$ cat src/rtl/rcb_pkg.sv
package rcb_pkg;

	localparam int ENDPOINTS = 16;
	localparam int EP_W = $clog2(ENDPOINTS);

	localparam int SHIFT_LIMIT = 10;
	localparam int DELAY_W = 26;
	localparam int CNT_W = 8;
	localparam int TIME_W = 32;
	localparam int ADDR_W = 5;

	// action codes
	localparam logic [1:0] ACT_REQUEST = 2'd0;
	localparam logic [1:0] ACT_REPORT = 2'd1;
	localparam logic [1:0] ACT_RESET = 2'd2;

	// outcome codes
	localparam logic [1:0] OUT_OK = 2'd0;
	localparam logic [1:0] OUT_RETRYABLE = 2'd1;

	// verdict codes
	localparam logic [2:0] V_SUBMIT = 3'd0;
	localparam logic [2:0] V_RETRY = 3'd1;
	localparam logic [2:0] V_OK = 3'd2;
	localparam logic [2:0] V_FAILED = 3'd3;
	localparam logic [2:0] V_EXHAUSTED = 3'd4;
	localparam logic [2:0] V_OPEN = 3'd5;
	localparam logic [2:0] V_RESET_DONE = 3'd6;

	// register indexes (byte address / 4)
	localparam logic [2:0] REG_RETRY_LIMIT = 3'd0;
	localparam logic [2:0] REG_BASE_DELAY = 3'd1;
	localparam logic [2:0] REG_DELAY_CAP = 3'd2;
	localparam logic [2:0] REG_TRIP = 3'd3;
	localparam logic [2:0] REG_COOLDOWN = 3'd4;

	localparam logic [7:0] RST_RETRY_LIMIT = 8'd3;
	localparam logic [15:0] RST_BASE_DELAY = 16'd100;
	localparam logic [DELAY_W-1:0] RST_DELAY_CAP = 26'd10000;
	localparam logic [7:0] RST_TRIP = 8'd5;
	localparam logic [TIME_W-1:0] RST_COOLDOWN = 32'd30000;

	// base shifted by min(attempt, limit), clipped to the cap; 16 + 10 bits never overflow
	function automatic logic [DELAY_W-1:0] backoff(
		input logic [CNT_W-1:0] att,
		input logic [15:0] base,
		input logic [DELAY_W-1:0] cap
	);
		logic [3:0] sh;
		logic [DELAY_W-1:0] d;
		sh = (att < CNT_W'(SHIFT_LIMIT)) ? att[3:0] : 4'(SHIFT_LIMIT);
		d = DELAY_W'(base) << sh;
		return (d > cap) ? cap : d;
	endfunction

endpackage

$ cat src/rtl/retry_circuit_breaker.sv
// channel  | handshake                | payload
// ---------+--------------------------+---------------------------------------------
// command  | start, busy              | action, endpoint, outcome, now_ms
// result   | done (one-cycle strobe)  | verdict, delay_ms, attempt_number,
//          |                          | breaker_open, failure_count, *_total
// config   | psel, penable, pwrite,   | paddr, pwdata, prdata
//          | pready                   |
//
// one transfer per cycle; busy stays low. the command is registered at the accepting
// edge, the breaker table update and result register follow at the next edge, and done
// is driven from the result register. the table is 16 flop entries read and
// written at one endpoint, so back-to-back commands on one endpoint see fresh state.
// reset closes every breaker, clears all counters and loads the register defaults.
// the receiver cannot stall: done marks each result for one cycle only.
module retry_circuit_breaker (
	input  logic                                  clk,
	input  logic                                  arst_n,
	input  logic                                  start,
	output logic                                  busy,
	input  logic [1:0]                            action,
	input  logic [rcb_pkg::EP_W-1:0]              endpoint,
	input  logic [1:0]                            outcome,
	input  logic [rcb_pkg::TIME_W-1:0]            now_ms,
	output logic                                  done,
	output logic [2:0]                            verdict,
	output logic [rcb_pkg::DELAY_W-1:0]           delay_ms,
	output logic [rcb_pkg::CNT_W-1:0]             attempt_number,
	output logic                                  breaker_open,
	output logic [rcb_pkg::CNT_W-1:0]             failure_count,
	output logic [31:0]                           calls_total,
	output logic [31:0]                           retries_total,
	output logic [31:0]                           rejections_total,
	output logic [31:0]                           successes_total,
	input  logic                                  psel,
	input  logic                                  penable,
	input  logic                                  pwrite,
	input  logic [rcb_pkg::ADDR_W-1:0]            paddr,
	input  logic [31:0]                           pwdata,
	output logic [31:0]                           prdata,
	output logic                                  pready
);

	// configuration
	logic [7:0]                       retry_limit_q;
	logic [15:0]                      base_delay_q;
	logic [rcb_pkg::DELAY_W-1:0]      delay_cap_q;
	logic [7:0]                       trip_q;
	logic [rcb_pkg::TIME_W-1:0]       cooldown_q;
	logic                             cfg_wr;
	logic [2:0]                       reg_idx;

	// command stage
	logic                             valid_s1;
	logic [1:0]                       action_s1;
	logic [rcb_pkg::EP_W-1:0]         ep_s1;
	logic [1:0]                       outcome_s1;
	logic [rcb_pkg::TIME_W-1:0]       now_s1;

	// breaker table
	logic [rcb_pkg::CNT_W-1:0]        fail_cnt_q [rcb_pkg::ENDPOINTS];
	logic                             open_flag_q [rcb_pkg::ENDPOINTS];
	logic [rcb_pkg::TIME_W-1:0]       fail_time_q [rcb_pkg::ENDPOINTS];
	logic [rcb_pkg::CNT_W-1:0]        attempt_q [rcb_pkg::ENDPOINTS];

	logic [31:0]                      call_q;
	logic [31:0]                      retry_q;
	logic [31:0]                      reject_q;
	logic [31:0]                      success_q;

	// result register
	logic                             done_q;
	logic [2:0]                       verdict_q;
	logic [rcb_pkg::DELAY_W-1:0]      delay_q;
	logic [rcb_pkg::CNT_W-1:0]        res_attempt_q;
	logic                             res_open_q;
	logic [rcb_pkg::CNT_W-1:0]        res_fail_q;

	// next-state logic
	logic [rcb_pkg::CNT_W-1:0]        cur_fail;
	logic                             cur_open;
	logic [rcb_pkg::TIME_W-1:0]       cur_time;
	logic [rcb_pkg::CNT_W-1:0]        cur_att;
	logic [rcb_pkg::TIME_W-1:0]       elapsed;
	logic [rcb_pkg::CNT_W-1:0]        nxt_fail;
	logic                             nxt_open;
	logic [rcb_pkg::TIME_W-1:0]       nxt_time;
	logic [rcb_pkg::CNT_W-1:0]        nxt_att;
	logic [2:0]                       nxt_verdict;
	logic [rcb_pkg::DELAY_W-1:0]      nxt_delay;
	logic                             inc_call;
	logic                             inc_retry;
	logic                             inc_reject;
	logic                             inc_success;

	assign busy = 1'b0;
	assign pready = 1'b1;
	assign reg_idx = paddr[rcb_pkg::ADDR_W-1:2];
	assign cfg_wr = psel && penable && pwrite && pready;

	always_ff @(posedge clk or negedge arst_n) begin
		if (!arst_n) begin
			retry_limit_q <= rcb_pkg::RST_RETRY_LIMIT;
			base_delay_q <= rcb_pkg::RST_BASE_DELAY;
			delay_cap_q <= rcb_pkg::RST_DELAY_CAP;
			trip_q <= rcb_pkg::RST_TRIP;
			cooldown_q <= rcb_pkg::RST_COOLDOWN;
		end else if (cfg_wr) begin
			unique case (reg_idx)
				rcb_pkg::REG_RETRY_LIMIT: retry_limit_q <= pwdata[7:0];
				rcb_pkg::REG_BASE_DELAY:  base_delay_q <= pwdata[15:0];
				rcb_pkg::REG_DELAY_CAP:   delay_cap_q <= pwdata[rcb_pkg::DELAY_W-1:0];
				rcb_pkg::REG_TRIP:        trip_q <= pwdata[7:0];
				rcb_pkg::REG_COOLDOWN:    cooldown_q <= pwdata;
				default: ;
			endcase
		end
	end

	always_comb begin
		unique case (reg_idx)
			rcb_pkg::REG_RETRY_LIMIT: prdata = 32'(retry_limit_q);
			rcb_pkg::REG_BASE_DELAY:  prdata = 32'(base_delay_q);
			rcb_pkg::REG_DELAY_CAP:   prdata = 32'(delay_cap_q);
			rcb_pkg::REG_TRIP:        prdata = 32'(trip_q);
			rcb_pkg::REG_COOLDOWN:    prdata = cooldown_q;
			default:                  prdata = 32'd0;
		endcase
	end

	always_ff @(posedge clk or negedge arst_n) begin
		if (!arst_n) begin
			valid_s1 <= 1'b0;
		end else begin
			valid_s1 <= start && !busy;
		end
	end

	always_ff @(posedge clk) begin
		if (start && !busy) begin
			action_s1 <= action;
			ep_s1 <= endpoint;
			outcome_s1 <= outcome;
			now_s1 <= now_ms;
		end
	end

	assign cur_fail = fail_cnt_q[ep_s1];
	assign cur_open = open_flag_q[ep_s1];
	assign cur_time = fail_time_q[ep_s1];
	assign cur_att = attempt_q[ep_s1];
	assign elapsed = now_s1 - cur_time;

	always_comb begin
		nxt_fail = cur_fail;
		nxt_open = cur_open;
		nxt_time = cur_time;
		nxt_att = cur_att;
		nxt_verdict = rcb_pkg::V_FAILED;
		nxt_delay = '0;
		inc_call = 1'b0;
		inc_retry = 1'b0;
		inc_reject = 1'b0;
		inc_success = 1'b0;
		case (action_s1)
			rcb_pkg::ACT_REQUEST: begin
				inc_call = 1'b1;
				// cooldown over: close before judging the request
				if (cur_open && (elapsed > cooldown_q)) begin
					nxt_open = 1'b0;
					nxt_fail = '0;
				end
				if (nxt_open) begin
					inc_reject = 1'b1;
					nxt_verdict = rcb_pkg::V_OPEN;
				end else begin
					nxt_att = '0;
					nxt_verdict = rcb_pkg::V_SUBMIT;
				end
			end
			rcb_pkg::ACT_REPORT: begin
				case (outcome_s1)
					rcb_pkg::OUT_OK: begin
						nxt_fail = '0;
						nxt_open = 1'b0;
						inc_success = 1'b1;
						nxt_verdict = rcb_pkg::V_OK;
					end
					rcb_pkg::OUT_RETRYABLE: begin
						if (cur_fail != '1) begin
							nxt_fail = cur_fail + 1'b1;
						end
						nxt_time = now_s1;
						if (nxt_fail >= trip_q) begin
							nxt_open = 1'b1;
						end
						if (cur_att < retry_limit_q) begin
							nxt_att = cur_att + 1'b1;
							inc_retry = 1'b1;
							nxt_delay = rcb_pkg::backoff(nxt_att, base_delay_q, delay_cap_q);
							nxt_verdict = rcb_pkg::V_RETRY;
						end else begin
							nxt_verdict = rcb_pkg::V_EXHAUSTED;
						end
					end
					default: nxt_verdict = rcb_pkg::V_FAILED;
				endcase
			end
			rcb_pkg::ACT_RESET: begin
				nxt_open = 1'b0;
				nxt_fail = '0;
				nxt_verdict = rcb_pkg::V_RESET_DONE;
			end
			default: nxt_verdict = rcb_pkg::V_FAILED;
		endcase
	end

	always_ff @(posedge clk or negedge arst_n) begin
		if (!arst_n) begin
			for (int i = 0; i < rcb_pkg::ENDPOINTS; i++) begin
				fail_cnt_q[i] <= '0;
				open_flag_q[i] <= 1'b0;
				fail_time_q[i] <= '0;
				attempt_q[i] <= '0;
			end
			call_q <= '0;
			retry_q <= '0;
			reject_q <= '0;
			success_q <= '0;
			done_q <= 1'b0;
		end else begin
			done_q <= valid_s1;
			if (valid_s1) begin
				fail_cnt_q[ep_s1] <= nxt_fail;
				open_flag_q[ep_s1] <= nxt_open;
				fail_time_q[ep_s1] <= nxt_time;
				attempt_q[ep_s1] <= nxt_att;
				call_q <= call_q + 32'(inc_call);
				retry_q <= retry_q + 32'(inc_retry);
				reject_q <= reject_q + 32'(inc_reject);
				success_q <= success_q + 32'(inc_success);
			end
		end
	end

	always_ff @(posedge clk) begin
		if (valid_s1) begin
			verdict_q <= nxt_verdict;
			delay_q <= nxt_delay;
			res_attempt_q <= nxt_att;
			res_open_q <= nxt_open;
			res_fail_q <= nxt_fail;
		end
	end

	assign done = done_q;
	assign verdict = verdict_q;
	assign delay_ms = delay_q;
	assign attempt_number = res_attempt_q;
	assign breaker_open = res_open_q;
	assign failure_count = res_fail_q;
	// counters only move at the edge that loads the result register
	assign calls_total = call_q;
	assign retries_total = retry_q;
	assign rejections_total = reject_q;
	assign successes_total = success_q;

`ifndef SYNTHESIS
	a_result_follows: assert property (@(posedge clk) disable iff (!arst_n)
		valid_s1 |=> done)
		else $error("accepted command gave no result");

	a_delay_only_on_retry: assert property (@(posedge clk) disable iff (!arst_n)
		(done && (verdict != rcb_pkg::V_RETRY)) |-> (delay_ms == '0))
		else $error("delay given without a retry");

	a_reject_means_open: assert property (@(posedge clk) disable iff (!arst_n)
		(done && (verdict == rcb_pkg::V_OPEN)) |-> breaker_open)
		else $error("request refused while breaker closed");

	a_submit_resets_attempt: assert property (@(posedge clk) disable iff (!arst_n)
		(done && (verdict == rcb_pkg::V_SUBMIT)) |-> ((attempt_number == '0) && !breaker_open))
		else $error("submitted call with stale attempt or open breaker");

	a_retry_count_moves: assert property (@(posedge clk) disable iff (!arst_n)
		!$stable(retry_q) |-> (done && (verdict == rcb_pkg::V_RETRY)))
		else $error("retry counter moved without a granted retry");
`endif

endmodule
$ cat config.mk
export PLATFORM = sky130hd
export DESIGN_NAME = retry_circuit_breaker
export DESIGN_NICKNAME = d
export VERILOG_FILES = /design/src/rtl/rcb_pkg.sv /design/src/rtl/retry_circuit_breaker.sv
export SDC_FILE = /design/constraint.sdc
export NUM_CORES = 2
export LEC_CHECK = 0
export BUFFER_PORTS_ARGS = -buffer_cell sky130_fd_sc_hd__buf_4
export CAP_MARGIN = 5
export CORE_MARGIN = 4
export CORE_UTILIZATION = 35
export DETAILED_ROUTE_END_ITERATION = 8
export HOLD_SLACK_MARGIN = 0.1
export SLEW_MARGIN = 20
export SYNTH_ARGS = -nofsm -noshare
export SYNTH_HDL_FRONTEND = slang
export SYNTH_SLANG_ARGS = --single-unit
$ cat constraint.sdc
create_clock -name clk -period 10.5 [get_ports clk]
set_input_delay 0.525 -clock clk [delete_from_list [all_inputs] [get_ports clk]]
set_output_delay 0.525 -clock clk [all_outputs]
set_load 0.05 [all_outputs]
# ---- After elaboration in Yosys (flattened, before gate mapping)
# Cells that the tools add are included.
dict set report word_totals {
  out_inout_bits 209
  ff_bits 1090
  wordCells 175
  in_bits 83
}
dict set report classes {
  n_mux 54
  n_shift 1
  eq_ne 8
  n_bitwise 1
  n_reduce_logical 13
  addsub 7
  order_cmp 7
}
# op n
set op_table {}
lappend op_table {{$bwmux W512} 1}
lappend op_table {{$bwmux W128} 2}
lappend op_table {{$mux W32} 5}
lappend op_table {{$pmux W32 S5} 1}
lappend op_table {{$add A32 B1 Y32} 4}
lappend op_table {{$bmux W32 S4} 1}
lappend op_table {{$demux W32 S4} 1}
lappend op_table {{$mux W8} 12}
lappend op_table {{$bmux W8 S4} 2}
lappend op_table {{$demux W8 S4} 1}
lappend op_table {{$gt A32 B32 Y1} 1}
lappend op_table {{$pmux W8 S2} 2}
lappend op_table {{$sub A32 B32 Y32} 1}
lappend op_table {{$gt A26 B26 Y1} 1}
lappend op_table {{$mux W26} 1}
lappend op_table {{$shl A16 B4 Y26} 1}
lappend op_table {{$pmux W8 S3} 1}
lappend op_table {{$add A8 B1 Y8 const B} 2}
lappend op_table {{$bwmux W16} 1}
lappend op_table {{$mux W1} 14}
lappend op_table {{$reduce_and A2 Y1} 5}
lappend op_table {{$pmux W3 S3} 1}
lappend op_table {{$ge A8 B8 Y1} 1}
lappend op_table {{$lt A8 B4 Y1 const B} 1}
lappend op_table {{other kinds (21)} 28}

# ---- Logic depth before layout (Yosys ltp)
dict set report logic_depth {
  depth_word 13
  ltp_mapped 41
  ltp_nobuf 34
}

# ---- Least setup slack after synthesis
# No wires, ideal clock.
dict set report synth_timing {
  kind {register to register}
  from {reg ep_s1[0] (netlist name)}
  to {reg reject_q[26] (netlist: rejections_total[26])}
  arrival_time_ps 8789
  period_less_slack_ps 8931
  path_buffers 6
  slack_ps 1569
  setup_ps 141
  stages_incl_launch_ff 40
  required_ps 10359
  cell_sequence {edfxtp_1 buf_6 buf_6 buf_4 buf_1 buf_1 mux4_2 mux4_2 inv_1 ha_1 a21o_1 a21oi_1 o21bai_1 a2111o_1 a211oi_1 nor2_1 a311oi_1 o21bai_1 (+4 left out) a21o_1 a21o_1 a21o_1 a21o_1 a21o_1 a221o_1 a211o_1 clkbuf_1 inv_1 ha_1 ha_1 and3_1 nand4_1 nor2_1 nand2_1 nor2_1 nand3_1 xnor2_1}
}
dict set report synth_between {
  elab_chain_len 12
  elab_cells_between_ends 15
  classes_between {add/sub: 2; order compare: 1; mux: 10; bitwise: 1; reduce/logical: 1}
}
# item line
set synth_lines {}
lappend synth_lines {{start, declared} retry_circuit_breaker.sv:55} ;# logic [rcb_pkg::EP_W-1:0] ep_s1;
lappend synth_lines {{start signal, assigned} retry_circuit_breaker.sv:141} ;# ep_s1 <= endpoint;
lappend synth_lines {{$not A4 Y5 (not written as such) *} {retry_circuit_breaker.sv:148, retry_circuit_breaker.sv:149}}
lappend synth_lines {{$bmux W32 S4} retry_circuit_breaker.sv:149} ;# assign cur_time = fail_time_q[ep_s1];
lappend synth_lines {{$mux W32 (not written as such) (2 in series)} retry_circuit_breaker.sv:149}
lappend synth_lines {{$sub A32 B32 Y32} retry_circuit_breaker.sv:151} ;# assign elapsed = now_s1 - cur_time;
lappend synth_lines {{$gt A32 B32 Y1} retry_circuit_breaker.sv:168} ;# if (cur_open && (elapsed > cooldown_q)) begin
lappend synth_lines {{$logic_and A1 B1 Y1} retry_circuit_breaker.sv:168}
lappend synth_lines {{$mux W1 *} retry_circuit_breaker.sv:168}
lappend synth_lines {{$mux W1 *} retry_circuit_breaker.sv:164} ;# case (action_s1)
lappend synth_lines {{$mux W1 *} retry_circuit_breaker.sv:172} ;# if (nxt_open) begin
lappend synth_lines {{$mux W1 *} retry_circuit_breaker.sv:164}
lappend synth_lines {{$add A32 B1 Y32 *} retry_circuit_breaker.sv:239} ;# reject_q <= reject_q + 32'(inc_reject);
lappend synth_lines {{end signal, assigned} retry_circuit_breaker.sv:239}
lappend synth_lines {{end, declared} retry_circuit_breaker.sv:67} ;# logic [31:0] reject_q;
# Every way passes the cells marked *; elsewhere a longest branch is shown, timed or not. The select of a mux whose other input is x is not followed.
# A chain may end at the register's enable or synchronous reset.

# ---- Worst setup path in the final report
dict set report layout_timing {
  from {reg ep_s1[1] (netlist name)}
  to {reg reject_q[26] (netlist: rejections_total[26])}
}
# Same word-level chain as after synthesis.

==> flow_metrics.py <==
metrics = {
    "logic_synthesis": {
        "synth_area_leaders": "dfrtp_1 47%, mux4_2 10%, o21ai_0 7.7%",
        "synthFlopType": "dfrtp_1",
        "ys_ff_latch": 1090,
        "synth.distinct_cells": 90,
        "synthArstFlopShare_pct": 92.1,
        "synthMuxAreaShare_pct": 12.8,
        "synth_fa_ha_area_share_pct": 2.78,
        "avgSynthCellArea_sq_um": 10.7,
        "synth_top_family_by_area": "compound AO/OA/AOI/OAI gates",
        "synth_top_area_share_pct": 47.0,
        "synth_compound_area_share_pct": 13.6,
        "yosys.area.top_type": "dfrtp_1",
        "synth_edf_count": 86,
        "synth-warning-count": 0,
        "ys_seq_area_share_pct": 52.9,
        "synth_xor_area_share_pct": 2.59,
        "synthesis.area_sq_um": 52400,
        "syn_nets": 5096,
        "synthSimpleGateAreaFrac_pct": 11.5,
        "synthCells": 4897,
    },
    "clock_tree": {
        "h-tree-depth": 3,
        "post_cts_resized": 0,
        "insertion_delay_ps": 760,
        "cts-root-buf": "clkbuf_16",
        "tritoncts": "yes",
        "postCtsHoldBufs": 73,
        "post_cts_buffers": 0,
        "path_clk_slew_ps": 60,
        "cts_max_path_buffers": 3,
        "cts_buffers": 113,
        "clock-sinks": 1090,
    },
    "min_path": {
        "min-delay-start": "paddr[2]",
        "whs_endpoint": "delay_cap_q[20]",
        "holdCritPathClass": "input port to register",
        "whs_path_depth": 3,
    },
    "die": {
        "die_area_sq_um": 156000,
        "start_util_pct": 35.3,
        "coreArea_sq_um": 148000,
        "rows": 141,
        "ios": 292,
        "dieWidth_microns": 395,
        "die_y_microns": 395,
    },
    "timing": {
        "drv_slew": 0,
        "whs_ps": 310,
        "fin_skew_ps": 81.4,
        "fmax_mhz": 107,
        "relSlewSlack_pct": 25.0,
        "final-setup-viol-count": 0,
        "rsz0062_at_grt": "false",
        "final.min_clock_period_ps": 9300,
        "worstMarginPinSlew_ps": 1130,
        "setup_tns_ps": 0,
        "min_period_over_period_pct": 88.6,
        "finalHoldViolCount": 0,
    },
    "global_route": {
        "grt_pass1_vias": 38500,
        "grt_max_degree": 184,
        "antenna_found_initial": 2,
        "grt_pass1_wl_microns": 238000,
        "track_usage_pct": 19.4,
        "gr-total-overflow": 0,
    },
    "critical_path": {
        "cp-start-kind": "register",
        "cp_slowest_cell": "edfxtp_1",
        "cp.required_ps": 11130,
        "rr_endpoint": "rejections_total[26]",
        "reg2regPathDepth": 34,
        "timing.critical_path.mode_cell": "a21o_1",
        "crit_fanout": 11,
        "worstPathArrival_ps": 9930,
        "rrSetupSlack_ps": 1200,
        "critical_path.max_stage_delay_ps": 750,
        "path_class": "register to register",
        "r2r-start": "ep_s1[1]",
        "endpoint_kind": "register",
    },
    "placed_design": {
        "dpl.hpwl_microns": 97300,
        "place_congestion": 0.864,
        "placed_cells": 6903,
        "port_buffers": 287,
        "place_area_sq_um": 56500,
    },
    "detailed_routing": {
        "drc": 0,
        "drt_iter0_drc": 3130,
        "vias": 38300,
        "ant_nets": 0,
        "dr.pass1.iters": 6,
        "avgRoutedWirePerCell_microns": 21.1,
        "drt-total-wl_microns": 152000,
        "viasPerCell": 5.32,
    },
    "cells_and_area": {
        "diodes": 0,
        "final_cells": 7190,
        "final_cell_area_sq_um": 61300,
        "fin_nets": 5289,
        "syn_to_final_growth_pct": 16.9,
        "drive_gt1_share_pct": 18.3,
    },
    "power": {
        "pwr_density_cell_nw_per_um2": 185,
        "ir_drop_uv": 165,
        "p_leak_uw": 0.0273,
        "p_total_uw": 11300,
    },
    "flow_run": {
        "max_cap_violations": 0,
    },
    "run_status": {
        "outcome": "finished clean",
    },
}
==> power by group <==
group	leakage, uW	total (uW)	internal (uW)	switching, uW
registers	0.0145	4950	4680	275
clock network	0.00190	4180	2400	1770
logic	0.0109	2190	833	1360
==> area by class of cell <==
type	count	area, sq um
multi-input cells	3296	23000
repair buffers	436	3590
inverters	153	574
clock buffers	165	3320
flip-flops and latches	1090	27700
well taps	2002	2500
fillers	14100	87100
clock inverters	48	577
==> layout by cell type (no fill, tap or decap), types with 44 or more instances in the layout <==
cell type      count
xor2_1            44
dlygate4sd3_1     73
edfxtp_1          86
xnor2_1          111
dfrtp_1          984
mux2_2            70
clkbuf_16        116
nand3_1           68
and3_1            54
o21ai_0          802
a22oi_1           65
a21oi_1          104
nand2_1          924
a21o_1            57
nor2_1           171
o31ai_1           49
buf_4            352
mux4_2           233
inv_1            147
ha_1             115
==> stage by stage <==
step | utilization [%] | setup slack [ps]
CTS | 41.2 | 1190
floorplan | - | 1570
global placement | 38.1 | 1230
finish | 41.3 | 1200
detailed placement | 38.1 | 1170
global route | 41.3 | 552
==> cells in the mapped netlist, drive strengths merged, types with 19 or more instances <==
| library cell | number |
|---|---|
| dfrtp | 985 |
| nand2 | 940 |
| o21ai | 805 |
| clkbuf | 301 |
| mux4 | 233 |
| nor2 | 173 |
| inv | 150 |
| ha | 115 |
| xnor2 | 111 |
| a21oi | 104 |
| edfxtp | 86 |
| nand3 | 73 |
| mux2 | 71 |
| a22oi | 65 |
| mux2i | 65 |
| a21o | 57 |
| buf | 57 |
| and3 | 54 |
| o31ai | 50 |
| xor2 | 44 |
| nand4 | 38 |
| nor3 | 34 |
| o211ai | 26 |
| nor4 | 22 |
| and2 | 20 |
| nor2b | 20 |
| dfstp | 19 |
==> routing by layer <==
metal  global-route usage, %  part of all wire, %  up-vias
met2                    32.1                   48     1104
met1                    26.3                   44    19200
met5                       0               0.0092        -
met4                    6.15                  2.9        2
li1                        -                    -    17700
met3                    2.98                  5.7      239
==> worst max-delay path by stage <==
stage,startpoint,depth (start not counted),end,slack (ps)
finish,ep_s1[1],34,rejections_total[26],1200
global route,ep_s1[1],32,rejections_total[29],550
CTS,ep_s1[1],34,rejections_total[26],1190
detailed placement,ep_s1[1],34,rejections_total[26],1170
global placement,ep_s1[0],35,rejections_total[24],1230
floorplan,ep_s1[0],39,rejections_total[26],1570
==> logic make-up after synthesis <==
kind of cell | Yosys count
AND/OR/NAND/NOR | 1422
AO/OA/AOI/OAI | 1232
flip-flops | 1090
buffers and inverters | 511
multiplexers | 369
XOR/XNOR | 155
adder cells (fa/ha/maj) | 116
other | 2
==> worst max-delay path, delay by kind of cell (launching register included) <==
family	cells	cell delay [ps]
XOR/XNOR	1	140
buffers and inverters	4	630
adder cells (fa/ha/maj)	4	930
multiplexers	2	820
AO/OA/AOI/OAI	13	3860
flip-flops	1	750
AND/OR/NAND/NOR	10	2110
==> registers in the layout, summed over array words and instances, names as in the netlist, 26 cells and up <==
name              cells
attempt_q           128
calls_total          32
cooldown_q           32
delay_cap_q          26
delay_ms             26
fail_cnt_q          128
fail_time_q         512
now_s1               32
rejections_total     32
retries_total        32
successes_total      32
Note: power is estimated with default switching activity, not from simulation.
